===== config.mk =====
export PLATFORM = sky130hd
export DESIGN_NAME = m3vd_det_stage
export DESIGN_NICKNAME = d
export VERILOG_FILES = /design/src/hw/rtl/m3vd_pkg.sv /design/src/hw/rtl/m3vd_det_stage.sv
export SDC_FILE = /design/constraint.sdc
export NUM_CORES = 2
export LEC_CHECK = 0
export BUFFER_PORTS_ARGS = -buffer_cell sky130_fd_sc_hd__clkbuf_2
export CAP_MARGIN = 20
export CORE_ASPECT_RATIO = 0.6
export CORE_UTILIZATION = 60
export CTS_CLUSTER_DIAMETER = 50
export DETAILED_ROUTE_END_ITERATION = 8
export PLACE_DENSITY = 0.79
export SLEW_MARGIN = 20
export SYNTH_ARGS = -nofsm -noshare
export SYNTH_HDL_FRONTEND = slang
export SYNTH_SLANG_ARGS = --single-unit
export TNS_END_PERCENT = 10

===== constraint.sdc =====
create_clock -name clk -period 3.9 [get_ports clk]
set_input_delay 0.78 -clock clk [delete_from_list [all_inputs] [get_ports clk]]
set_output_delay 0.78 -clock clk [all_outputs]
set_load 0.05 [all_outputs]

===== src/hw/rtl/m3vd_pkg.sv =====
// shared types, widths and saturation helpers for the 3x3 transform block
// no dependencies; every rtl file of the block imports this package
package m3vd_pkg;

    localparam int DATA_W  = 16;
    localparam int FRAC    = 8;
    localparam int DET_OUT_W = 2 * DATA_W;
    localparam int PROD_W  = 2 * DATA_W;
    localparam int DOT_W   = PROD_W + 2;
    localparam int COF_W   = PROD_W + 1;
    localparam int DPROD_W = DATA_W + COF_W;
    localparam int DET_W   = DPROD_W + 2;
    localparam int DOT_SH_W = DOT_W - FRAC;
    localparam int DET_SH_W = DET_W - FRAC;

    localparam logic signed [DOT_SH_W-1:0] DOT_HI =
        DOT_SH_W'((64'sd1 <<< (DATA_W - 1)) - 64'sd1);
    localparam logic signed [DOT_SH_W-1:0] DOT_LO = -DOT_HI - DOT_SH_W'(1);
    localparam logic signed [DET_SH_W-1:0] DET_HI =
        DET_SH_W'((64'sd1 <<< (DET_OUT_W - 1)) - 64'sd1);
    localparam logic signed [DET_SH_W-1:0] DET_LO = -DET_HI - DET_SH_W'(1);

    typedef struct packed {
        logic signed [DATA_W-1:0] m_r0_c0;
        logic signed [DATA_W-1:0] m_r1_c0;
        logic signed [DATA_W-1:0] m_r2_c0;
        logic signed [DATA_W-1:0] m_r0_c1;
        logic signed [DATA_W-1:0] m_r1_c1;
        logic signed [DATA_W-1:0] m_r2_c1;
        logic signed [DATA_W-1:0] m_r0_c2;
        logic signed [DATA_W-1:0] m_r1_c2;
        logic signed [DATA_W-1:0] m_r2_c2;
        logic signed [DATA_W-1:0] v_x;
        logic signed [DATA_W-1:0] v_y;
        logic signed [DATA_W-1:0] v_z;
    } req_t;

    typedef struct packed {
        logic signed [DATA_W-1:0]    out_x;
        logic signed [DATA_W-1:0]    out_y;
        logic signed [DATA_W-1:0]    out_z;
        logic signed [DET_OUT_W-1:0] det_value;
        logic                        saturated;
    } res_t;

    // stage 1: raw products; cp holds the six 2x2 minor terms of rows 1 and 2
    typedef struct packed {
        logic [2:0][2:0][PROD_W-1:0] dp;
        logic [5:0][PROD_W-1:0]      cp;
        logic [2:0][DATA_W-1:0]      row0;
    } s1_t;

    typedef struct packed {
        logic [2:0][DOT_W-1:0]  dot;
        logic [2:0][COF_W-1:0]  cof;
        logic [2:0][DATA_W-1:0] row0;
    } s2_t;

    typedef struct packed {
        logic [2:0][DOT_W-1:0]   dot;
        logic [2:0][DPROD_W-1:0] dp;
    } s3_t;

    typedef struct packed {
        logic [2:0][DOT_W-1:0] dot;
        logic [DET_W-1:0]      det;
    } s4_t;

    typedef struct packed {
        logic                     clip;
        logic signed [DATA_W-1:0] val;
    } sat_data_t;

    typedef struct packed {
        logic                        clip;
        logic signed [DET_OUT_W-1:0] val;
    } sat_det_t;

    function automatic sat_data_t sat_data(input logic signed [DOT_SH_W-1:0] x);
        sat_data_t r;
        if (x > DOT_HI)
        begin
            r.clip = 1'b1;
            r.val  = DOT_HI[DATA_W-1:0];
        end
        else if (x < DOT_LO)
        begin
            r.clip = 1'b1;
            r.val  = DOT_LO[DATA_W-1:0];
        end
        else
        begin
            r.clip = 1'b0;
            r.val  = x[DATA_W-1:0];
        end
        return r;
    endfunction

    function automatic sat_det_t sat_det(input logic signed [DET_SH_W-1:0] x);
        sat_det_t r;
        if (x > DET_HI)
        begin
            r.clip = 1'b1;
            r.val  = DET_HI[DET_OUT_W-1:0];
        end
        else if (x < DET_LO)
        begin
            r.clip = 1'b1;
            r.val  = DET_LO[DET_OUT_W-1:0];
        end
        else
        begin
            r.clip = 1'b0;
            r.val  = x[DET_OUT_W-1:0];
        end
        return r;
    endfunction

endpackage


===== src/hw/rtl/m3vd_det_stage.sv =====
// third and fourth pipeline stages: row 0 times cofactors, then the signed sum
// depends on m3vd_pkg; dot sums ride along unchanged
module m3vd_det_stage (
    input  logic           clk,
    input  logic           rst_n,
    input  logic           valid_in,
    input  m3vd_pkg::s2_t  data_in,
    output logic           valid_out,
    output m3vd_pkg::s4_t  data_out
);
    import m3vd_pkg::*;

    s3_t  s3_next;
    s3_t  s3_reg;
    s4_t  s4_next;
    s4_t  s4_reg;
    logic signed [DPROD_W-1:0] dprod;
    logic valid3_reg;
    logic valid4_reg;

    always_comb
    begin
        dprod = '0;
        s3_next = '0;
        for (int k = 0; k < 3; k++)
        begin
            dprod = $signed(data_in.row0[k]) * $signed(data_in.cof[k]);
            s3_next.dp[k] = dprod;
        end
        s3_next.dot = data_in.dot;
    end

    always_comb
    begin
        s4_next.dot = s3_reg.dot;
        s4_next.det = DET_W'($signed(s3_reg.dp[0]))
                    - DET_W'($signed(s3_reg.dp[1]))
                    + DET_W'($signed(s3_reg.dp[2]));
    end

    always_ff @(posedge clk or negedge rst_n)
    begin
        if (!rst_n)
        begin
            valid3_reg <= 1'b0;
            valid4_reg <= 1'b0;
        end
        else
        begin
            valid3_reg <= valid_in;
            valid4_reg <= valid3_reg;
        end
    end

    always_ff @(posedge clk)
    begin
        s3_reg <= s3_next;
        s4_reg <= s4_next;
    end

    assign valid_out = valid4_reg;
    assign data_out  = s4_reg;

endmodule


Yosys cells after proc, flatten, opt, wreduce, memory -nomap -nowiden
Index checks and enable logic that the tools add are counted.
Widths: inputs -> output; s select.
- bits in registers: 404
- bits in latches: 0
- bits in writable memories: 0
- ROM bits: 0
- output and inout port bits: 154
- logic and storage cells: 17
- memories kept: 0
- add/sub/neg operators: 2
- $mul: 3
- divide/modulo/power cells: 0
- magnitude comparators: 0
- equal/unequal tests: 0
- shift operators: 0
- multiplexer cells: 0
- bitwise operators: 0
- reduce and logical (&&, ||, !) cells: 0
- operators by type and width (cell ; number):
    $mul 16x33->49 ; 3
    $add 50x49->51 ; 1
    $sub 49x49->50 ; 1

Depth between registers and ports, before layout
- word-level depth: 2
- mapped depth: 26

Worst setup path before layout
No wires, ideal clock.
- path kind: input to register
- start: input data_in[31] (netlist name)
- end: register s3_reg[91] (netlist name)
- library setup time: 0.121 ns
- data arrival time: 6.641 ns
- data required time: 3.779 ns
- slack: -2.863 ns
- cell stages on the path: 23
- cells stage by stage: inv_1 -> clkbuf_1 -> clkbuf_1 -> nor2_1 -> fa_1 -> fa_1 -> fa_1 -> fa_1 -> fa_1 -> inv_1 -> fa_1 -> inv_1 -> ha_1 -> and3_1 -> and2_1 -> o21a_1 -> o21ai_1 -> a211oi_1 -> or4_1 -> a31oi_1 -> o211ai_1 -> a211oi_1 -> nor2_1
- RTL lines (what ; RTL line ; source):
    start: declaration ; m3vd_det_stage.sv:7 ; input m3vd_pkg::s2_t data_in,
    end signal: assignment ; m3vd_det_stage.sv:57 ; s3_reg <= s3_next;
    end: declaration ; m3vd_det_stage.sv:14 ; s3_t s3_reg;

Final worst setup path
- start: input data_in[34] (netlist name)
- end: register s3_reg[143] (netlist name)
- word-level cells in the longest chain between the ends: 1
- ends and longest elaborated chain (what ; RTL line ; source):
    $mul 16x33->49 ; m3vd_det_stage.sv:27 ; dprod = $signed(data_in.row0[k]) * $signed(data_in.cof[k]);
    net dprod[45] ; m3vd_det_stage.sv:17 ; logic signed [DPROD_W-1:0] dprod;
The timed path passes the listed nets, and every way through them passes these cells.

==> flow_metrics.tcl <==
set metrics [dict create \
    status "finished with violations" \
    violations "setup timing" \
    synth_area_leaders "fa_1 46%, dfxtp_1 12%, inv_1 11%" \
    final_nets 10600 \
    tns_ns -218.74 \
    synth_fp_nets 9410 \
    clk_latency_ns 0.64 \
    row_count 94 \
    cap_violations 0 \
    port-buffer-count 405 \
    synth_cell_types 90 \
    first_global_vias 57700 \
    die_height_um 261 \
    fin_crit_ns 6.31 \
    slew_violations 0 \
    cts.clk_slew.worst_paths_ns 0.06 \
    cp_slowest_cell "fa_1" \
    clock_sinks 404 \
    grt_max_degree 25 \
    netlist_area_sq_um 67000 \
    maxSlewHeadroom_pct 53.5 \
    drive_gt1_share_pct 23.0 \
    avgSynthCellArea_sq_um 9.29 \
    required_ns 4.42 \
    setup_slack_ns -2.41 \
    synth_seq_cells 404 \
    htreeDepth 2 \
    grt_pass1_wl_um 314000 \
    die_area_sq_um 113000 \
    min-delay-path-class "input port to register" \
    initial_core_util_pct 60.8 \
    drc 0 \
    worstMarginPinSlew_ns 0.692 \
    crit_arrival_ns 6.82 \
    numCtsBuffers 46 \
    syn_to_final_growth_pct 23.7 \
    path_max_fanout 6 \
    die_width_um 433 \
    startpoint_type "input port" \
    grt.total_usage_pct 36.0 \
    hold_violations 0 \
    rsz0062_at_grt "true" \
    critPathMostFrequentCell "inv_1" \
    slowest_delay_ns 0.59 \
    yosys_warnings 0 \
    cp_top_family "adder cells" \
    cts-root-buf "clkbuf_16" \
    cts_tree "built" \
    worstHoldStart "data_in[222]" \
    largest_reg_flops 249 \
    grt.overflow.total 0 \
    endpoint_kind "register" \
    synthFlopType "dfxtp_1" \
    place_congestion 0.994 \
    avgRoutedWirePerCell_um 20.8 \
    ios 406 \
    path_buf_inv 9 \
    drtIter0Drc 5522 \
    dpl.hpwl_um 166000 \
    max_freq_ghz 0.159 \
    synth_top_area_share_pct 46.3 \
    ys_seq_area_share_pct 12.1 \
    grt_antenna_before_repair 10 \
    crit-reg2reg-launch "s3_reg[119]" \
    critPathKind "input port to register" \
    ant_nets 0 \
    synth_edf_count 0 \
    vias 54500 \
    netlist_instances 7210 \
    wl_um 206000 \
    skew_ns 0.0470 \
    clockBufferDepth 3 \
    yosysTopAreaCell "fa_1" \
    viasPerCell 5.48 \
    drtPass1Iterations 7 \
    setup_violations 127 \
    min_period_over_period_pct 162 \
    synthArstFlopShare_pct 0.495 \
    fp.coreArea_sq_um 110000 \
    startpoint "data_in[34]" \
]
-- metrics by stage --
step                utilization [%]  worst slack [ns]  area (sq um)  hold slack (ns)  std cells
floorplan                         -             -2.49         67800            0.310       7210
global placement               70.8             -3.21         78000            0.310       9779
detailed placement             70.8             -3.29         78000            0.312       9779
CTS                            74.0             -2.29         81500            0.213       9903
global route                   75.2             -2.56         82800            0.219       9938
finish                         75.3             -2.41         82800            0.237       9940
-- placed cells by master, fill, tap and decap left out, drive strengths merged, types with 37 or more instances in the layout --
master / count
inv: 1915
fa: 1549
buf: 1017
nand2: 933
and2: 646
clkbuf: 445
dfxtp: 402
ha: 399
nor2: 169
a21oi: 163
xnor2: 152
a21o: 101
o21ai: 100
xor2: 48
nand2b: 42
nand3: 37
-- cell usage after synthesis (3+ instances only) --
| cell type | number |
|---|---|
| a211o_1 | 3 |
| a211oi_1 | 27 |
| a21boi_0 | 5 |
| a21boi_1 | 3 |
| a21o_1 | 99 |
| a21oi_1 | 162 |
| a31o_2 | 6 |
| a31oi_1 | 22 |
| a41oi_1 | 5 |
| and2_1 | 646 |
| and3_1 | 18 |
| and4_1 | 5 |
| buf_1 | 3 |
| clkbuf_1 | 248 |
| dfxtp_1 | 402 |
| fa_1 | 1549 |
| ha_1 | 399 |
| inv_1 | 1907 |
| nand2_1 | 933 |
| nand2b_1 | 42 |
| nand3_1 | 37 |
| nand4_1 | 20 |
| nor2_1 | 169 |
| nor2b_1 | 22 |
| nor3_1 | 21 |
| nor4_1 | 6 |
| o211ai_1 | 7 |
| o21a_1 | 32 |
| o21ai_0 | 79 |
| o21ai_1 | 18 |
| o21ai_2 | 3 |
| o21bai_1 | 24 |
| o31ai_1 | 7 |
| o41a_1 | 3 |
| o41ai_1 | 3 |
| or2_2 | 3 |
| or3_1 | 8 |
| xnor2_1 | 152 |
| xor2_1 | 48 |
-- path summary, 6_finish.rpt --
path / end / slack [ns] / cells past startpoint
hold reg to reg: data_out[87] / 0.32 / 0
min in group asynchronous: valid3_reg / 0.48 / 2
max in group asynchronous: valid_out / 3.32 / 2
setup / recovery: s3_reg[143] / -2.41 / 27
hold / removal: s3_reg[222] / 0.24 / 1
setup reg to reg: data_out[47] / -0.06 / 14
-- per-layer routing --
layer / up-vias / part of all wire, % / GRT usage, %
met5: - / 0.034 / 0
met4: 8 / 4.5 / 12.8
met3: 586 / 14 / 10.9
met2: 3518 / 43 / 53.3
met1: 27100 / 39 / 50.5
li1: 23200 / - / -
-- repair_timing --
| action | CTS | global route |
|---|---|---|
| pin swaps | 165 | 148 |
| setup buffers | 35 | 23 |
| hold buffers | 1 | 0 |
| hold endpoints to repair | 2 | 0 |
| gates resized for setup | 358 | 260 |
| setup endpoints to repair | 131 | 143 |
| cloned | 3 | 8 |
-- area by class of cell --
cell class	count	area, sq um
Antenna cell	8	20.0
Clock buffer	56	1250
Clock inverter	29	378
Fill cell	7140	27200
Inverter	1908	7160
Multi-Input combinational cell	4639	53000
Sequential cell	404	8100
Tap cell	1488	1860
Timing Repair Buffer	1408	11100
-- cell families after synthesis --
logic type / share of synthesized area, %
xor+xnor: 2.62
flops: 12.1
mux: 0.0149
buf+inv: 12.2
simple gates: 14.0
compound gates: 5.31
fa+ha+maj: 53.8
-- worst register-to-register path: stages, from the launching register on --
cell     delay, ns
dfxtp_1       0.30
inv_1         0.13
fa_1          0.43
inv_1         0.08
ha_1          0.34
o21ai_0       0.23
a21oi_2       0.18
or4b_4        0.50
o22ai_4       0.18
a31oi_2       0.15
o41a_1        0.40
o21a_4        0.26
o31ai_2       0.29
a21oi_1       0.14
xnor2_1       0.24
Power is not shown: default switching activity piles up to over one toggle a cycle in this logic, so the estimate is an artifact.
