## src/hw/rtl/m3vd_pkg.sv

```systemverilog
// shared types, widths and saturation helpers for the 3x3 transform block
// no dependencies; every rtl file of the block imports this package
package m3vd_pkg;

    localparam int DATA_W  = 16;
    localparam int FRAC    = 8;
    localparam int DET_OUT_W = 2 * DATA_W;
    localparam int PROD_W  = 2 * DATA_W;
    localparam int DOT_W   = PROD_W + 2;
    localparam int COF_W   = PROD_W + 1;
    localparam int DPROD_W = DATA_W + COF_W;
    localparam int DET_W   = DPROD_W + 2;
    localparam int DOT_SH_W = DOT_W - FRAC;
    localparam int DET_SH_W = DET_W - FRAC;

    localparam logic signed [DOT_SH_W-1:0] DOT_HI =
        DOT_SH_W'((64'sd1 <<< (DATA_W - 1)) - 64'sd1);
    localparam logic signed [DOT_SH_W-1:0] DOT_LO = -DOT_HI - DOT_SH_W'(1);
    localparam logic signed [DET_SH_W-1:0] DET_HI =
        DET_SH_W'((64'sd1 <<< (DET_OUT_W - 1)) - 64'sd1);
    localparam logic signed [DET_SH_W-1:0] DET_LO = -DET_HI - DET_SH_W'(1);

    typedef struct packed {
        logic signed [DATA_W-1:0] m_r0_c0;
        logic signed [DATA_W-1:0] m_r1_c0;
        logic signed [DATA_W-1:0] m_r2_c0;
        logic signed [DATA_W-1:0] m_r0_c1;
        logic signed [DATA_W-1:0] m_r1_c1;
        logic signed [DATA_W-1:0] m_r2_c1;
        logic signed [DATA_W-1:0] m_r0_c2;
        logic signed [DATA_W-1:0] m_r1_c2;
        logic signed [DATA_W-1:0] m_r2_c2;
        logic signed [DATA_W-1:0] v_x;
        logic signed [DATA_W-1:0] v_y;
        logic signed [DATA_W-1:0] v_z;
    } req_t;

    typedef struct packed {
        logic signed [DATA_W-1:0]    out_x;
        logic signed [DATA_W-1:0]    out_y;
        logic signed [DATA_W-1:0]    out_z;
        logic signed [DET_OUT_W-1:0] det_value;
        logic                        saturated;
    } res_t;

    // stage 1: raw products; cp holds the six 2x2 minor terms of rows 1 and 2
    typedef struct packed {
        logic [2:0][2:0][PROD_W-1:0] dp;
        logic [5:0][PROD_W-1:0]      cp;
        logic [2:0][DATA_W-1:0]      row0;
    } s1_t;

    typedef struct packed {
        logic [2:0][DOT_W-1:0]  dot;
        logic [2:0][COF_W-1:0]  cof;
        logic [2:0][DATA_W-1:0] row0;
    } s2_t;

    typedef struct packed {
        logic [2:0][DOT_W-1:0]   dot;
        logic [2:0][DPROD_W-1:0] dp;
    } s3_t;

    typedef struct packed {
        logic [2:0][DOT_W-1:0] dot;
        logic [DET_W-1:0]      det;
    } s4_t;

    typedef struct packed {
        logic                     clip;
        logic signed [DATA_W-1:0] val;
    } sat_data_t;

    typedef struct packed {
        logic                        clip;
        logic signed [DET_OUT_W-1:0] val;
    } sat_det_t;

    function automatic sat_data_t sat_data(input logic signed [DOT_SH_W-1:0] x);
        sat_data_t r;
        if (x > DOT_HI)
        begin
            r.clip = 1'b1;
            r.val  = DOT_HI[DATA_W-1:0];
        end
        else if (x < DOT_LO)
        begin
            r.clip = 1'b1;
            r.val  = DOT_LO[DATA_W-1:0];
        end
        else
        begin
            r.clip = 1'b0;
            r.val  = x[DATA_W-1:0];
        end
        return r;
    endfunction

    function automatic sat_det_t sat_det(input logic signed [DET_SH_W-1:0] x);
        sat_det_t r;
        if (x > DET_HI)
        begin
            r.clip = 1'b1;
            r.val  = DET_HI[DET_OUT_W-1:0];
        end
        else if (x < DET_LO)
        begin
            r.clip = 1'b1;
            r.val  = DET_LO[DET_OUT_W-1:0];
        end
        else
        begin
            r.clip = 1'b0;
            r.val  = x[DET_OUT_W-1:0];
        end
        return r;
    endfunction

endpackage

```

## src/hw/rtl/m3vd_sum_stage.sv

```systemverilog
// second pipeline stage: dot row sums and the three row 0 cofactors
// depends on m3vd_pkg
module m3vd_sum_stage (
    input  logic           clk,
    input  logic           rst_n,
    input  logic           valid_in,
    input  m3vd_pkg::s1_t  data_in,
    output logic           valid_out,
    output m3vd_pkg::s2_t  data_out
);
    import m3vd_pkg::*;

    s2_t  s2_next;
    s2_t  s2_reg;
    logic valid_reg;

    always_comb
    begin
        s2_next = '0;
        for (int r = 0; r < 3; r++)
        begin
            s2_next.dot[r] = DOT_W'($signed(data_in.dp[r][0]))
                           + DOT_W'($signed(data_in.dp[r][1]))
                           + DOT_W'($signed(data_in.dp[r][2]));
            s2_next.cof[r] = COF_W'($signed(data_in.cp[2*r]))
                           - COF_W'($signed(data_in.cp[2*r+1]));
        end
        s2_next.row0 = data_in.row0;
    end

    always_ff @(posedge clk or negedge rst_n)
    begin
        if (!rst_n)
        begin
            valid_reg <= 1'b0;
        end
        else
        begin
            valid_reg <= valid_in;
        end
    end

    always_ff @(posedge clk)
    begin
        s2_reg <= s2_next;
    end

    assign valid_out = valid_reg;
    assign data_out  = s2_reg;

endmodule

```

## config.mk

```make
export PLATFORM = sky130hd
export DESIGN_NAME = m3vd_sum_stage
export DESIGN_NICKNAME = d
export VERILOG_FILES = /design/src/hw/rtl/m3vd_pkg.sv /design/src/hw/rtl/m3vd_sum_stage.sv
export SDC_FILE = /design/constraint.sdc
export NUM_CORES = 1
export LEC_CHECK = 0
export BUFFER_PORTS_ARGS = -buffer_cell sky130_fd_sc_hd__buf_2
export CELL_PAD_IN_SITES_DETAIL_PLACEMENT = 1
export CELL_PAD_IN_SITES_GLOBAL_PLACEMENT = 1
export CORE_AREA = 2 2 308 310
export CTS_BUF_LIST = sky130_fd_sc_hd__clkbuf_16
export CTS_CLUSTER_SIZE = 24
export DETAILED_ROUTE_END_ITERATION = 8
export DIE_AREA = 0 0 310 312
export MAX_ROUTING_LAYER = met4
export PLACE_DENSITY_LB_ADDON = 0.1
export SYNTH_ARGS = -nofsm -noshare
export SYNTH_HDL_FRONTEND = slang
export SYNTH_SLANG_ARGS = --single-unit
```

## constraint.sdc

```tcl
create_clock -name clk -period 0.8 [get_ports clk]
set_input_delay 0.08 -clock clk [delete_from_list [all_inputs] [get_ports clk]]
set_output_delay 0.08 -clock clk [all_outputs]
set_load 0.02 [all_outputs]
```

# [Yosys cells after proc, flatten, opt, wreduce, memory -nomap -nowiden]
# Cells that the tools add are included.
[word_totals] reg_bits=250 out_inout_bits=250 word_cells=19
[op_classes] addsub=9
[ops] operator="$add A33 B32 Y34" count=3
[ops] operator="$add A32 B32 Y33" count=3
[ops] operator="$sub A32 B32 Y33" count=3

# [Logic depth before layout (Yosys ltp)]
[logic_depth] ltp_word=2 ltp_mapped=14 ltp_nobuf=14

# [Least setup slack after synthesis]
# No wires, ideal clock.
[synth_timing] path_kind="in2reg" startpoint="in data_in[241] in the netlist's numbering" endpoint="reg s2_reg (netlist bit data_out[180])" setup_time_ns=0.058 t_arrival_ns=2.909 t_required_ns=0.742 setup_slack_ns=-2.167 path_stages=12 n_path_buf=0 path_cell_list="fa_1 -> ha_1 -> fa_1 -> a211oi_1 -> o211a_1 -> nor4_1 -> o21ai_0 -> o31ai_1 -> a41oi_1 -> o21ai_0 -> a21oi_1 -> a31o_2"
[synth_lines] item="start: declaration" line_no="m3vd_sum_stage.sv:7" text="input m3vd_pkg::s1_t data_in,"
[synth_lines] item="end signal: assignment" line_no="m3vd_sum_stage.sv:45" text="s2_reg <= s2_next;"
[synth_lines] item="end: declaration" line_no="m3vd_sum_stage.sv:14" text="s2_t s2_reg;"

==> impl_metrics.sql <==
INSERT INTO impl_metrics (metric_group, metric, value, unit) VALUES
('synthesis', 'ys_top_cells_by_area', 'dfxtp_1 (30%), ha_1 (14%), fa_1 (12%), xnor2_1 (5.3%), a21oi_1 (5.1%)', ''),
('status', 'violations_in_the_final_reports', 'negative hold slack, negative setup slack', ''),
('final_layout', 'num-nets-final', '4111', ''),
('global_route', 'grt-ovfl-total', '0', ''),
('synthesis', 'postSynthCellCount', '1789', ''),
('sta', 'rsz_0062_raised_after_global_routing', 'true', ''),
('placed_design', 'numPortBuffers', '780', ''),
('final_layout', 'mostFrequentLayoutCells', 'buf_4 (544), buf_2 (492), buf_6 (363)', ''),
('setup_path', 'setup.worst_path.start_class', 'primary input', ''),
('die', 'design.portCount', '781', ''),
('setup_path', 'worstPathMaxFanout', '3', ''),
('pwr', 'switching_power', '30.0', 'mW'),
('placed_design', 'detailedPlacementHpwl', '69.7', 'mm'),
('placed_design', 'place.gp.congestion', '0.900', ''),
('synthesis', 'post-synth-top-area-fraction', '29.5', '%'),
('clock_tree', 'clock_tree.htree_level_count', '2', ''),
('sta', 'minimum_period_implied_by_the_final_worst_setup_slack', '2.66', 'ns'),
('synthesis', 'yosysTopAreaCell', 'dfxtp_1', ''),
('clock_tree', 'tritoncts_clock_tree', 'built', ''),
('sta', 'fmax', '0.376', 'GHz'),
('flow_run', 'maxCapViolations', '0', ''),
('pwr', 'power_per_unit_of_standard_cell_area', '2320', 'nW/um2'),
('global_route', 'first_pass_grt_wire_length', '125', 'mm'),
('synthesis', 'netlist_area', '16900', 'um2'),
('route', 'via_count', '19000', ''),
('route', 'avgViaCountPerCell', '4.13', ''),
('synthesis', 'post_synth.cell_area_avg', '9.44', 'um2'),
('placed_design', 'post-place-cells', '4337', ''),
('sta', 'final-setup-viol-count', '436', ''),
('global_route', 'antenna_found_initial', '27', ''),
('clock_tree', 'number_of_buffers_inserted_during_clock_tree_synthesis', '40', ''),
('setup_path', 'critical_path.top_delay_family', 'compound AO/OA/AOI/OAI gates', ''),
('die', 'num_rows', '112', ''),
('sta', 'setup_slack', '-1.86', 'ns'),
('die', 'initial_core_util', '18.1', '%'),
('sta', 'whs', '-0.163', 'ns'),
('die', 'core', '93000', 'um2'),
('setup_path', 'cp_slowest_cell', 'fa_2', ''),
('setup_path', 'worst_setup_path_end_kind', 'flip-flop', ''),
('pwr', 'leakagePower', '16.3', 'nW'),
('synthesis', 'yosys_register_bits', '250', ''),
('pwr', 'sequentialPowerShare', '24.1', '%'),
('die', 'die-height', '312', 'um'),
('route', 'detail_route.drc_violations', '0', ''),
('clock_tree', 'ctsRootBufferMaster', 'clkbuf_16', ''),
('synthesis', 'mappedNetlistNets', '2614', ''),
('pwr', 'power.share.switching', '38.0', '%'),
('pwr', 'peakVddDrop', '0.942', 'mV'),
('final_layout', 'post_layout_nonfiller_instances', '4589', ''),
('die', 'floorplan.die.width', '310', 'um'),
('synthesis', 'postSynth.topFlopCell', 'dfxtp_1', ''),
('global_route', 'vias_in_the_first_global_route', '21700', ''),
('final_layout', 'finalCoreUtilization', '36.6', '%'),
('synthesis', 'synth.yosys.seq_area_share', '29.7', '%'),
('setup_path', 'path_cells', 'buf_6 > fa_2 > ha_4 > a211oi_4 > o31ai_2 > o211ai_2 > o31ai_4 > a221o_1 > a221o_1 > a211o_1 > a221oi_2 > xnor2_1', ''),
('global_route', 'grt_max_degree', '12', ''),
('status', 'status', 'finished with violations', ''),
('synthesis', 'yosys.cell_types.count', '70', ''),
('final_layout', 'share_of_post_route_cells_with_drive_strength_above_1', '63.4', '%'),
('final_layout', 'area_delta_synth_final', '102', '%'),
('sta', 'worst_slew_pin_slew', '0.614', 'ns'),
('sta', 'finalCritPeriodShare', '332', '%'),
('route', 'route.detailed.wl_per_inst', '18.2', 'um'),
('min_path', 'min-delay-path-class', 'in -> reg', ''),
('route', 'drtAntennaViolNets', '0', ''),
('die', 'floorplan.die_area', '96700', 'um2'),
('sta', 'hold_viol', '39', ''),
('pwr', 'p_comb_share', '54.8', '%'),
('setup_path', 'critPathMostFrequentCell', 'a221o_1', ''),
('setup_path', 'cp.arrival', '3.15', 'ns'),
('clock_tree', 'cts_sinks', '250', '');
-- metrics by stage --
stage / power, mW / instance area, um2 / TNS [ns]
final: 79.0 / 34100 / -243.47
after global routing: 84.1 / 34100 / -267.52
after CTS: 79.0 / 33300 / -248.53
after detailed placement: 52.0 / 27400 / -297.88
after global placement: 51.7 / 27400 / -294.43
after floorplan: 34.9 / 17900 / -202.16
-- routing by layer --
layer	global-route usage (%)	up-vias	wire length, um
li1	-	9324	-
met1	18.1	9016	31600
met2	31.7	522	44400
met3	4.45	92	5620
met4	4.50	0	1730
met5	-	-	0
-- repair_timing --
| action | CTS | global route |
|---|---|---|
| hold endpoints to repair | 141 | 43 |
| pin swaps | 200 | 163 |
| endpoints found under the setup margin | 430 | 435 |
| buffers inserted | 76 | 51 |
| gates resized for setup | 1086 | 118 |
-- final timing paths --
| kind | startpoint | end | slack (ns) | cells past startpoint |
|---|---|---|---|---|
| max in group asynchronous | rst_n | valid_out | 0.34 | 3 |
| min in group asynchronous | rst_n | valid_out | 0.35 | 3 |
| worst max-delay path | data_in[434] | data_out[245] | -1.86 | 12 |
| worst min-delay path | data_in[81] | data_out[49] | -0.16 | 3 |
-- flip-flops by register name, indices dropped and copies added (netlist names) --
| signal | count |
|---|---|
| data_out | 249 |
| valid_out | 1 |
-- kinds of logic (layout without fill, tap and decap cells) --
group	after synthesis	after routing	synth area share [%]
flip-flops	250	250	29.7
XOR/XNOR	167	167	8.66
buffers and inverters	182	1709	4.07
AO/OA/AOI/OAI	539	539	20.7
multiplexers	3	3	0.185
AND/OR/NAND/NOR	354	354	10.3
other	0	19	0
adder cells (fa/ha/maj)	294	294	26.3
-- cell usage after synthesis (all sizes together) (3+ instances only) --
cell       n
o21ai     92
a311oi     5
o31a       5
nor3      10
inv      155
a221o      4
a221oi     4
dfxtp    249
nand4     23
and4       8
o41ai      3
nand2b    25
nor4       4
ha       192
o211ai    18
a2111oi    6
nand3     32
a211oi    13
nand2    103
nor3b      5
a211o      5
xnor2    103
clkbuf    24
a41oi      6
a31oi     17
and3      21
or2        6
or4        3
o31ai     12
o211a      3
buf        3
o21a      22
a31o       3
xor2      64
fa       102
o21bai    19
nor2      80
a21o     104
a21oi    173
o2111ai    5
and2       5
a21boi     6
nor2b     21
-- cell type report --
class | instances | area (um2)
flip-flops and latches | 250 | 5330
well taps | 1254 | 1570
diodes | 19 | 47.5
clock inverters | 32 | 199
clock buffers | 40 | 1000
multi-input cells | 1357 | 13700
repair buffers | 1482 | 11500
fillers | 10700 | 59000
inverters | 155 | 694
-- power by group through the flow --
stage / sequential, mW / combinational, mW / clock (mW)
after floorplan: 22.3 / 12.7 / 0
after CTS: 19.1 / 42.4 / 17.5
after global placement: 17.5 / 34.2 / 0
after detailed placement: 17.6 / 34.4 / 0
after global routing: 19.4 / 46.8 / 17.9
final: 19.0 / 43.3 / 16.6
Note: power is estimated with default switching activity, not from simulation.
