===== src/hw/rtl/m3vd_pkg.sv =====
// shared types, widths and saturation helpers for the 3x3 transform block
// no dependencies; every rtl file of the block imports this package
package m3vd_pkg;

    localparam int DATA_W  = 16;
    localparam int FRAC    = 8;
    localparam int DET_OUT_W = 2 * DATA_W;
    localparam int PROD_W  = 2 * DATA_W;
    localparam int DOT_W   = PROD_W + 2;
    localparam int COF_W   = PROD_W + 1;
    localparam int DPROD_W = DATA_W + COF_W;
    localparam int DET_W   = DPROD_W + 2;
    localparam int DOT_SH_W = DOT_W - FRAC;
    localparam int DET_SH_W = DET_W - FRAC;

    localparam logic signed [DOT_SH_W-1:0] DOT_HI =
        DOT_SH_W'((64'sd1 <<< (DATA_W - 1)) - 64'sd1);
    localparam logic signed [DOT_SH_W-1:0] DOT_LO = -DOT_HI - DOT_SH_W'(1);
    localparam logic signed [DET_SH_W-1:0] DET_HI =
        DET_SH_W'((64'sd1 <<< (DET_OUT_W - 1)) - 64'sd1);
    localparam logic signed [DET_SH_W-1:0] DET_LO = -DET_HI - DET_SH_W'(1);

    typedef struct packed {
        logic signed [DATA_W-1:0] m_r0_c0;
        logic signed [DATA_W-1:0] m_r1_c0;
        logic signed [DATA_W-1:0] m_r2_c0;
        logic signed [DATA_W-1:0] m_r0_c1;
        logic signed [DATA_W-1:0] m_r1_c1;
        logic signed [DATA_W-1:0] m_r2_c1;
        logic signed [DATA_W-1:0] m_r0_c2;
        logic signed [DATA_W-1:0] m_r1_c2;
        logic signed [DATA_W-1:0] m_r2_c2;
        logic signed [DATA_W-1:0] v_x;
        logic signed [DATA_W-1:0] v_y;
        logic signed [DATA_W-1:0] v_z;
    } req_t;

    typedef struct packed {
        logic signed [DATA_W-1:0]    out_x;
        logic signed [DATA_W-1:0]    out_y;
        logic signed [DATA_W-1:0]    out_z;
        logic signed [DET_OUT_W-1:0] det_value;
        logic                        saturated;
    } res_t;

    // stage 1: raw products; cp holds the six 2x2 minor terms of rows 1 and 2
    typedef struct packed {
        logic [2:0][2:0][PROD_W-1:0] dp;
        logic [5:0][PROD_W-1:0]      cp;
        logic [2:0][DATA_W-1:0]      row0;
    } s1_t;

    typedef struct packed {
        logic [2:0][DOT_W-1:0]  dot;
        logic [2:0][COF_W-1:0]  cof;
        logic [2:0][DATA_W-1:0] row0;
    } s2_t;

    typedef struct packed {
        logic [2:0][DOT_W-1:0]   dot;
        logic [2:0][DPROD_W-1:0] dp;
    } s3_t;

    typedef struct packed {
        logic [2:0][DOT_W-1:0] dot;
        logic [DET_W-1:0]      det;
    } s4_t;

    typedef struct packed {
        logic                     clip;
        logic signed [DATA_W-1:0] val;
    } sat_data_t;

    typedef struct packed {
        logic                        clip;
        logic signed [DET_OUT_W-1:0] val;
    } sat_det_t;

    function automatic sat_data_t sat_data(input logic signed [DOT_SH_W-1:0] x);
        sat_data_t r;
        if (x > DOT_HI)
        begin
            r.clip = 1'b1;
            r.val  = DOT_HI[DATA_W-1:0];
        end
        else if (x < DOT_LO)
        begin
            r.clip = 1'b1;
            r.val  = DOT_LO[DATA_W-1:0];
        end
        else
        begin
            r.clip = 1'b0;
            r.val  = x[DATA_W-1:0];
        end
        return r;
    endfunction

    function automatic sat_det_t sat_det(input logic signed [DET_SH_W-1:0] x);
        sat_det_t r;
        if (x > DET_HI)
        begin
            r.clip = 1'b1;
            r.val  = DET_HI[DET_OUT_W-1:0];
        end
        else if (x < DET_LO)
        begin
            r.clip = 1'b1;
            r.val  = DET_LO[DET_OUT_W-1:0];
        end
        else
        begin
            r.clip = 1'b0;
            r.val  = x[DET_OUT_W-1:0];
        end
        return r;
    endfunction

endpackage


===== src/hw/rtl/m3vd_sat_stage.sv =====
// last pipeline stage: floor shift, saturation and the result register
// depends on m3vd_pkg
module m3vd_sat_stage (
    input  logic           clk,
    input  logic           rst_n,
    input  logic           valid_in,
    input  m3vd_pkg::s4_t  data_in,
    output logic           valid_out,
    output m3vd_pkg::res_t data_out
);
    import m3vd_pkg::*;

    logic signed [DOT_W-1:0] dot_sh [3];
    logic signed [DET_W-1:0] det_sh;
    sat_data_t dot_sat [3];
    sat_det_t  det_sat;
    res_t res_next;
    res_t res_reg;
    logic valid_reg;

    always_comb
    begin
        for (int r = 0; r < 3; r++)
        begin
            dot_sh[r]  = $signed(data_in.dot[r]) >>> FRAC;
            dot_sat[r] = sat_data(dot_sh[r][DOT_SH_W-1:0]);
        end
        det_sh  = $signed(data_in.det) >>> FRAC;
        det_sat = sat_det(det_sh[DET_SH_W-1:0]);
        res_next.out_x     = dot_sat[0].val;
        res_next.out_y     = dot_sat[1].val;
        res_next.out_z     = dot_sat[2].val;
        res_next.det_value = det_sat.val;
        res_next.saturated = dot_sat[0].clip | dot_sat[1].clip
                           | dot_sat[2].clip | det_sat.clip;
    end

    always_ff @(posedge clk or negedge rst_n)
    begin
        if (!rst_n)
        begin
            valid_reg <= 1'b0;
        end
        else
        begin
            valid_reg <= valid_in;
        end
    end

    always_ff @(posedge clk)
    begin
        res_reg <= res_next;
    end

    assign valid_out = valid_reg;
    assign data_out  = res_reg;

endmodule


===== config.mk =====
export PLATFORM = sky130hd
export DESIGN_NAME = m3vd_sat_stage
export DESIGN_NICKNAME = d
export VERILOG_FILES = /design/src/hw/rtl/m3vd_pkg.sv /design/src/hw/rtl/m3vd_sat_stage.sv
export SDC_FILE = /design/constraint.sdc
export NUM_CORES = 1
export LEC_CHECK = 0
export BUFFER_PORTS_ARGS = -buffer_cell sky130_fd_sc_hd__buf_2
export CAP_MARGIN = 20
export CORE_AREA = 4 4 89 91
export DETAILED_ROUTE_END_ITERATION = 16
export DIE_AREA = 0 0 93 95
export PLACE_DENSITY_LB_ADDON = 0.2
export RECOVER_POWER = 25
export SYNTH_ARGS = -nofsm -noshare
export SYNTH_HDL_FRONTEND = slang
export SYNTH_SLANG_ARGS = --single-unit

===== constraint.sdc =====
create_clock -name clk -period 0.8 [get_ports clk]
set_input_delay 0.12 -clock clk [delete_from_list [all_inputs] [get_ports clk]]
set_output_delay 0.12 -clock clk [all_outputs]
set_load 0.02 [all_outputs]

# Yosys cells after proc, flatten, opt, wreduce, memory -nomap -nowiden
# Index checks and enable logic that the tools add are counted.
[totals]
romBits = 0
input_bits = 156
mem_count = 0
out_inout_bits = 82
ramBits = 0
latchBits = 0
elab_cells = 25
ff_bits = 82
[classes]
reduce_logical = 0
add_sub_neg = 0
bitwise = 3
div = 0
n_shift = 0
n_eq_ne = 0
mux = 8
multipliers = 0
order_cmp = 8
[op_table]
columns = ["op", "n"]
rows = [
  ["$mux W17", 6],
  ["$gt A26 B16 Y1 const B", 3],
  ["$lt A26 B16 Y1 const B", 3],
  ["$mux W33", 2],
  ["$gt A43 B32 Y1 const B", 1],
  ["$lt A43 B32 Y1 const B", 1],
  ["$or A1 B1 Y1", 3],
]

# Longest topological paths before layout
# Gate-level depths: netlist of run 1.
[logic_depth]
word_depth = 6
depth_mapped = 5

# Worst setup path after synthesis of run 1
# OpenSTA, ideal clock, no wires.
[synth_timing]
path_kind = "input to register"
startpoint = "input data_in[78] (netlist bit)"
endpoint = "register res_reg, in the netlist data_out[70]"
cell_stages = 4
setup_slack_ns = -0.249
arrival_ns = 0.935
path_buffers = 1
path_cell_list = "nor4_1 a31oi_1 buf_2 o21a_1"
[synth_via]
elab_chain_cells = 2
[synth_lines]
columns = ["element", "line_no", "rtl"]
rows = [
  ["start: declaration", "m3vd_sat_stage.sv:7", "input m3vd_pkg::s4_t data_in,"],
  ["$lt A26 B16 Y1", "m3vd_pkg.sv:86", "else if (x < DOT_LO)"],
  ["$mux W17", "m3vd_pkg.sv:86", ""],
  ["end signal: assignment", "m3vd_sat_stage.sv:52", "res_reg <= res_next;"],
  ["end: declaration", "m3vd_sat_stage.sv:18", "res_t res_reg;"],
]
# Several ways; a longest one is shown, not always the timed one.
# A chain may end at the register's enable or synchronous reset.

# Worst setup path after layout of run 1
[layout_timing]
startpoint = "register valid_reg (netlist: valid_out)"
endpoint = "output valid_out"
[layout_rtl]
columns = ["element", "line_no", "rtl"]
rows = [
  ["start: declaration", "m3vd_sat_stage.sv:19", "logic valid_reg;"],
  ["start signal: assignment", "m3vd_sat_stage.sv:46", "valid_reg <= valid_in;"],
  ["end: declaration", "m3vd_sat_stage.sv:8", "output logic valid_out,"],
]
# No word-level cell between the ends.

==> results.yml, run 1 <==
power:
  ir_drop_v: 0.00116
  p_leak_nw: 2.72
  combPwrFrac_pct: 23.3
  power_switching_mw: 2.73
  power_density_nw_per_um2: 1710
  sw_frac_of_total_pct: 27.5
  clkPwrFrac_pct: 30.9
  p_int_mw: 7.19
  pwr-share-seq_pct: 45.8
logic_synthesis:
  synth_area_leaders: "dfxtp_1 (63%), a21o_1 (13%), nand2_1 (4.8%), o21a_1 (4.4%), o31ai_4 (2.5%)"
  yosysUniqueCellTypes: 20
  synth_common_cells: "dfxtp_1 (81), a21o_1 (46), nand2_1 (33), o21a_1 (15)"
  synthArstFlopShare_pct: 1.22
  syn_inst: 224
  synthesis.area_um2: 2560
  yosysSeqAreaShare_pct: 64.2
  synth_nets: 380
  yosysWarnings: 0
  synth-seq-cells: 82
  dominantRegCellSynth: "dfxtp_1"
  yosysTopAreaCell: "dfxtp_1"
  yosys.cell_count.top_type: "dfxtp_1"
  avgSynthCellArea_um2: 11.4
  synth_edf_count: 0
  yosysTopAreaCellShare_pct: 63.3
cells_and_area:
  drive_gt1_share_pct: 65.0
  synthToLayoutAreaGrowth_pct: 127
  fin_cells: 631
  finalNetCount: 682
  fillers: 413
detailed_routing:
  wire_per_inst_um: 17.9
  dr_total_vias: 2957
  first_pass_iters: 6
  vias_per_cell: 4.69
  drc: 0
  totalWireLength_um: 11300
  ant_nets: 0
  drtIter0Drc: 55
timing:
  maxSlewHeadroom_pct: 78.3
  setup_violations: 123
  fin_crit_ns: 0.978
  fin_crit_sh_pct: 122
  whs_ns: 0.0240
  drv_slew: 0
  fmax_mhz: 1020
  max_slew.worst_pin.slew_ns: 0.325
  hold_viol: 0
  rsz0062_at_grt: "yes"
  fin_ws_ns: -0.178
clocking:
  cts_tree: "done"
  cts.path.max_buffers: 2
  tritoncts.num_buffers: 9
  cts_root_buf: "clkbuf_8"
  clk_pin_slew_ns: 0.09
  cts_sinks: 82
  h-tree-depth: 3
die:
  die_area_um2: 8840
  initial_utilization_pct: 35.9
  dieWidth_um: 93
  fp-row-count: 31
  core_um2: 7140
  ios: 238
  chipHeight_um: 95
worst_setup_path:
  worst_ep_required_time_ns: 0.68
  critPathSlowestCell: "dfrtp_1"
  arrival_ns: 0.86
  start_kind: "register"
  worst-path-max-fanout: 1
  critical_path_depth: 1
  endpoint: "valid_out"
  end_kind: "output port"
  path_buf_inv: 1
  critPathLaunch: "valid_out$_DFF_PN0_"
  critPathKind: "register to output port"
  crit_path_max_incr_delay_ns: 0.39
  cpLargestDelayFamily: "flip-flops"
  cp_cell_sequence: "buf_6"
worst_hold_path:
  hold_class: "primary input to register"
  min_from: "data_in[62]"
placement:
  routabilityCongestion: 0.751
  placed_cells: 523
  portBuffers: 205
  hpwl_um: 5760
global_route:
  grt_pass1_wl_um: 16600
  grt_max_degree: 17
  grt_pass1_vias: 3335
  grt_overflow_total: 0
  track_usage_pct: 24.7
  antenna_found_initial: 1
status:
  violations: "setup timing"
  outcome: "complete, but fails checks"
job:
  cap_violations: 0
-- sequential cells by signal, summed over array words and instances, names as in the netlist --
register   cells
valid_out      1
data_out      81
-- repair_timing --
action,in CTS,in global routing
pin swaps,8,15
cloned,4,1
setup buffers,5,3
hold buffers,81,0
endpoints found under the hold margin,81,0
resized for setup,265,39
endpoints found under the setup margin,121,154
-- worst min-delay path by stage --
stage                                    to  slack, ns  depth (start not counted)
detailed placement      valid_out$_DFF_PN0_      -0.10                          1
floorplan               valid_out$_DFF_PN0_      -0.18                          0
global route        data_out[68]$_SDFF_PN1_       0.02                          2
finish              data_out[68]$_SDFF_PN1_       0.02                          2
global placement        valid_out$_DFF_PN0_      -0.11                          1
CTS                 data_out[68]$_SDFF_PN1_       0.01                          2
-- layout by cell type, fill, tap and decap left out, drive strengths merged --
cell type    count
dlygate4sd3     81
inv              4
clkbuf          15
nand2           33
clkinvlp         1
a21o            46
nor4             8
nor2             3
a31o             1
dfrtp            1
o31ai            4
buf            219
bufinv           1
nand3            1
nor3             1
nand4            8
dfxtp           81
nand4b           1
and4b            1
clkinv           1
diode            1
o21a            15
nor2b            1
a31oi            4
-- per-layer routing --
metal | part of all wire, % | vias to the layer above | global-route usage, %
li1 | - | 1389 | -
met1 | 34 | 1400 | 24.5
met2 | 56 | 146 | 46.8
met3 | 7.7 | 22 | 8.45
met4 | 2.4 | 0 | 10.3
met5 | 0 | - | 0
-- cells by family after synthesis --
kind of cell	synth area share [%]
buffers and inverters	3.32
AO/OA/AOI/OAI	21.9
flip-flops	64.2
AND/OR/NAND/NOR	10.5
-- layout make-up --
cell class                 instances  area [um^2]  area share, %
timing repair buffer             306         2670           46.0
sequential                        82         1750           30.1
multi-input combinational        127         1060           18.2
clock buffer                       9          124           2.13
tap                               99          124           2.13
clock inverter                     7         80.1           1.38
antenna                            1         2.50         0.0431
-- per-stage QoR --
stage	setup WS (ns)	TNS [ns]	power, mW	instance area (um^2)	util (%)
final	-0.178	-10.21	9.93	5810	81.4
after global routing	-0.235	-14.74	10.3	5810	81.4
after CTS	-0.189	-13.26	9.88	5740	80.4
after detailed placement	-0.426	-28.85	5.98	3910	54.7
after global placement	-0.412	-27.81	5.96	3910	54.7
after floorplan	-0.204	-10.85	5.24	2730	-
-- power groups by stage --
| stage | Clock, mW | Combinational [mW] | Sequential, mW |
|---|---|---|---|
| floorplan | 0 | 0.380 | 4.86 |
| global placement | 0 | 1.46 | 4.50 |
| detailed placement | 0 | 1.48 | 4.50 |
| CTS | 3.14 | 2.21 | 4.53 |
| global route | 3.30 | 2.44 | 4.57 |
| finish | 3.07 | 2.32 | 4.54 |
Power figures use the tool's default switching activity.
==> run 2, diff against run 1 <==
- CORE_AREA: 4 4 89 91 -> unset
- CORE_MARGIN: unset -> 4
- CORE_UTILIZATION: unset -> 36
- DIE_AREA: 0 0 93 95 -> unset
- clock period: 0.8 -> 1.1 ns (I/O delays scaled with it)
==> run 2 against run 1 <==
Net effect: critical path depth unchanged; power down 38%; die area down 3.4%; routed wire length down 36%; the flow now finishes without violations; global-route usage down 8.2 points; clock-buffer cell count up 3; non-clock buffer count down 85; sequential power down 30%; sequential share of layout area up 11 points; via count down 18%; critical path type unchanged.
==> results.yml, run 2 (synthesis results as in run 1) <==
detailed_routing:
  drc: 0
  totalWireLength_um: 7260
  vias_per_cell: 4.50
  first_pass_iters: 3
  wire_per_inst_um: 13.4
  dr_total_vias: 2437
  drtIter0Drc: 23
  ant_nets: 0
die:
  chipHeight_um: 92.4
  initial_utilization_pct: 37.3
  core_um2: 6870
  dieWidth_um: 92.4
  ios: 238
  die_area_um2: 8540
  fp-row-count: 30
worst_setup_path:
  critPathSlowestCell: "dfxtp_1"
  crit_path_max_incr_delay_ns: 0.31
  end_kind: "output port"
  worst-path-max-fanout: 1
  critPathKind: "register to output port"
  critPathLaunch: "data_out[30]$_SDFF_PN1_"
  path_buf_inv: 1
  arrival_ns: 0.86
  cpLargestDelayFamily: "flip-flops"
  start_kind: "register"
  worst_ep_required_time_ns: 0.94
  cp_cell_sequence: "clkbuf_1"
clocking:
  cts.path.max_buffers: 2
  cts-resized-gates: 0
  h-tree-depth: 3
  post_cts_buffers: 0
  cts_sinks: 82
  tritoncts.num_buffers: 9
  hold_buffers: 7
  cts_tree: "done"
  clk_pin_slew_ns: 0.09
  cts_root_buf: "clkbuf_8"
timing:
  maxSlewHeadroom_pct: 76.2
  setup_violations: 0
  fmax_mhz: 977
  fin_crit_ns: 1.02
  fin_crit_sh_pct: 93.1
  rsz0062_at_grt: "no"
  max_slew.worst_pin.slew_ns: 0.355
  hold_viol: 0
  drv_slew: 0
placement:
  portBuffers: 205
  hpwl_um: 5750
  routabilityCongestion: 0.824
  placed_cells: 518
power:
  power.total_mw: 6.18
  power_density_nw_per_um2: 1550
  ir_drop_v: 0.000784
  p_leak_nw: 2.07
cells_and_area:
  synthToLayoutAreaGrowth_pct: 55.4
  drive_gt1_share_pct: 51.0
  diodes: 0
  fin_cells: 541
  layout_common_cells: "buf_2 (197), dfxtp_1 (81), a21o_1 (46)"
  largest_register_ff_count: 81
  final_common_cell: "buf_2"
  finalNetCount: 596
worst_hold_path:
  hold_class: "primary input to register"
  hold-path-cell-count: 3
  min_from: "data_in[96]"
  hold_end: "data_out[52]$_SDFF_PN1_"
job:
  cap_violations: 0
global_route:
  grt_max_degree: 32
  grt_pass1_vias: 2447
  grt_pass1_wl_um: 11100
  track_usage_pct: 16.5
  grt_overflow_total: 0
  antenna_found_initial: 0
status:
  outcome: "complete, no violations"
==> run 2: cell types whose count changed in the layout (fill, tap and decap cells not counted), sizes merged <==
cell / before / now
a31oi: 4 / 3
buf: 219 / 205
bufinv: 1 / 0
clkbuf: 15 / 21
clkinv: 1 / 3
diode: 1 / 0
dlygate4sd3: 81 / 7
inv: 4 / 0
==> run 2: routing by layer <==
layer	track usage (%)	vias to the layer above	share of wire [%]
met2	29.5	124	50
met5	0	-	0
li1	-	1212	-
met1	17.3	1088	37
met4	6.68	0	1.9
met3	6.17	13	11
==> run 2: report_power, final <==
part / leakage (nW) / switching, mW / internal [mW] / total, mW
clock: 0.0924 / 1.01 / 0.941 / 1.95
combinational: 1.29 / 0.574 / 0.448 / 1.02
sequential: 0.693 / 0.0410 / 3.16 / 3.20
==> run 2: worst max path at each step <==
stage	slack (ns)	end	cells after the start
final	0.08	data_out[30]	1
after global routing	0.02	data_out[80]	1
after CTS	0.08	valid_out	1
after detailed placement	-0.26	data_out[0]$_DFF_P_	5
after global placement	-0.21	data_out[0]$_DFF_P_	5
after floorplan	0.006	data_out[70]$_SDFF_PN1_	4
==> run 2: layout make-up <==
cell class / instances / area, um^2
Fill cell: 662 / 2880
Sequential cell: 82 / 1650
Timing Repair Buffer: 221 / 1190
Multi-Input combinational cell: 126 / 847
Clock buffer: 12 / 155
Tap cell: 96 / 120
Clock inverter: 4 / 26.3
==> run 2: stage by stage <==
step | utilization [%] | worst slack, ns | hold WS, ns | instance area [um^2] | setup TNS [ns]
final | 58.0 | 0.0761 | 0.0144 | 3990 | 0
after global routing | 58.0 | 0.0167 | 0.00246 | 3990 | 0
after CTS | 58.2 | 0.0770 | 0.00184 | 4000 | 0
after detailed placement | 54.5 | -0.258 | -0.0593 | 3740 | -12.00
after global placement | 54.5 | -0.205 | -0.0610 | 3740 | -11.35
after floorplan | - | 0.00574 | -0.131 | 2560 | 0
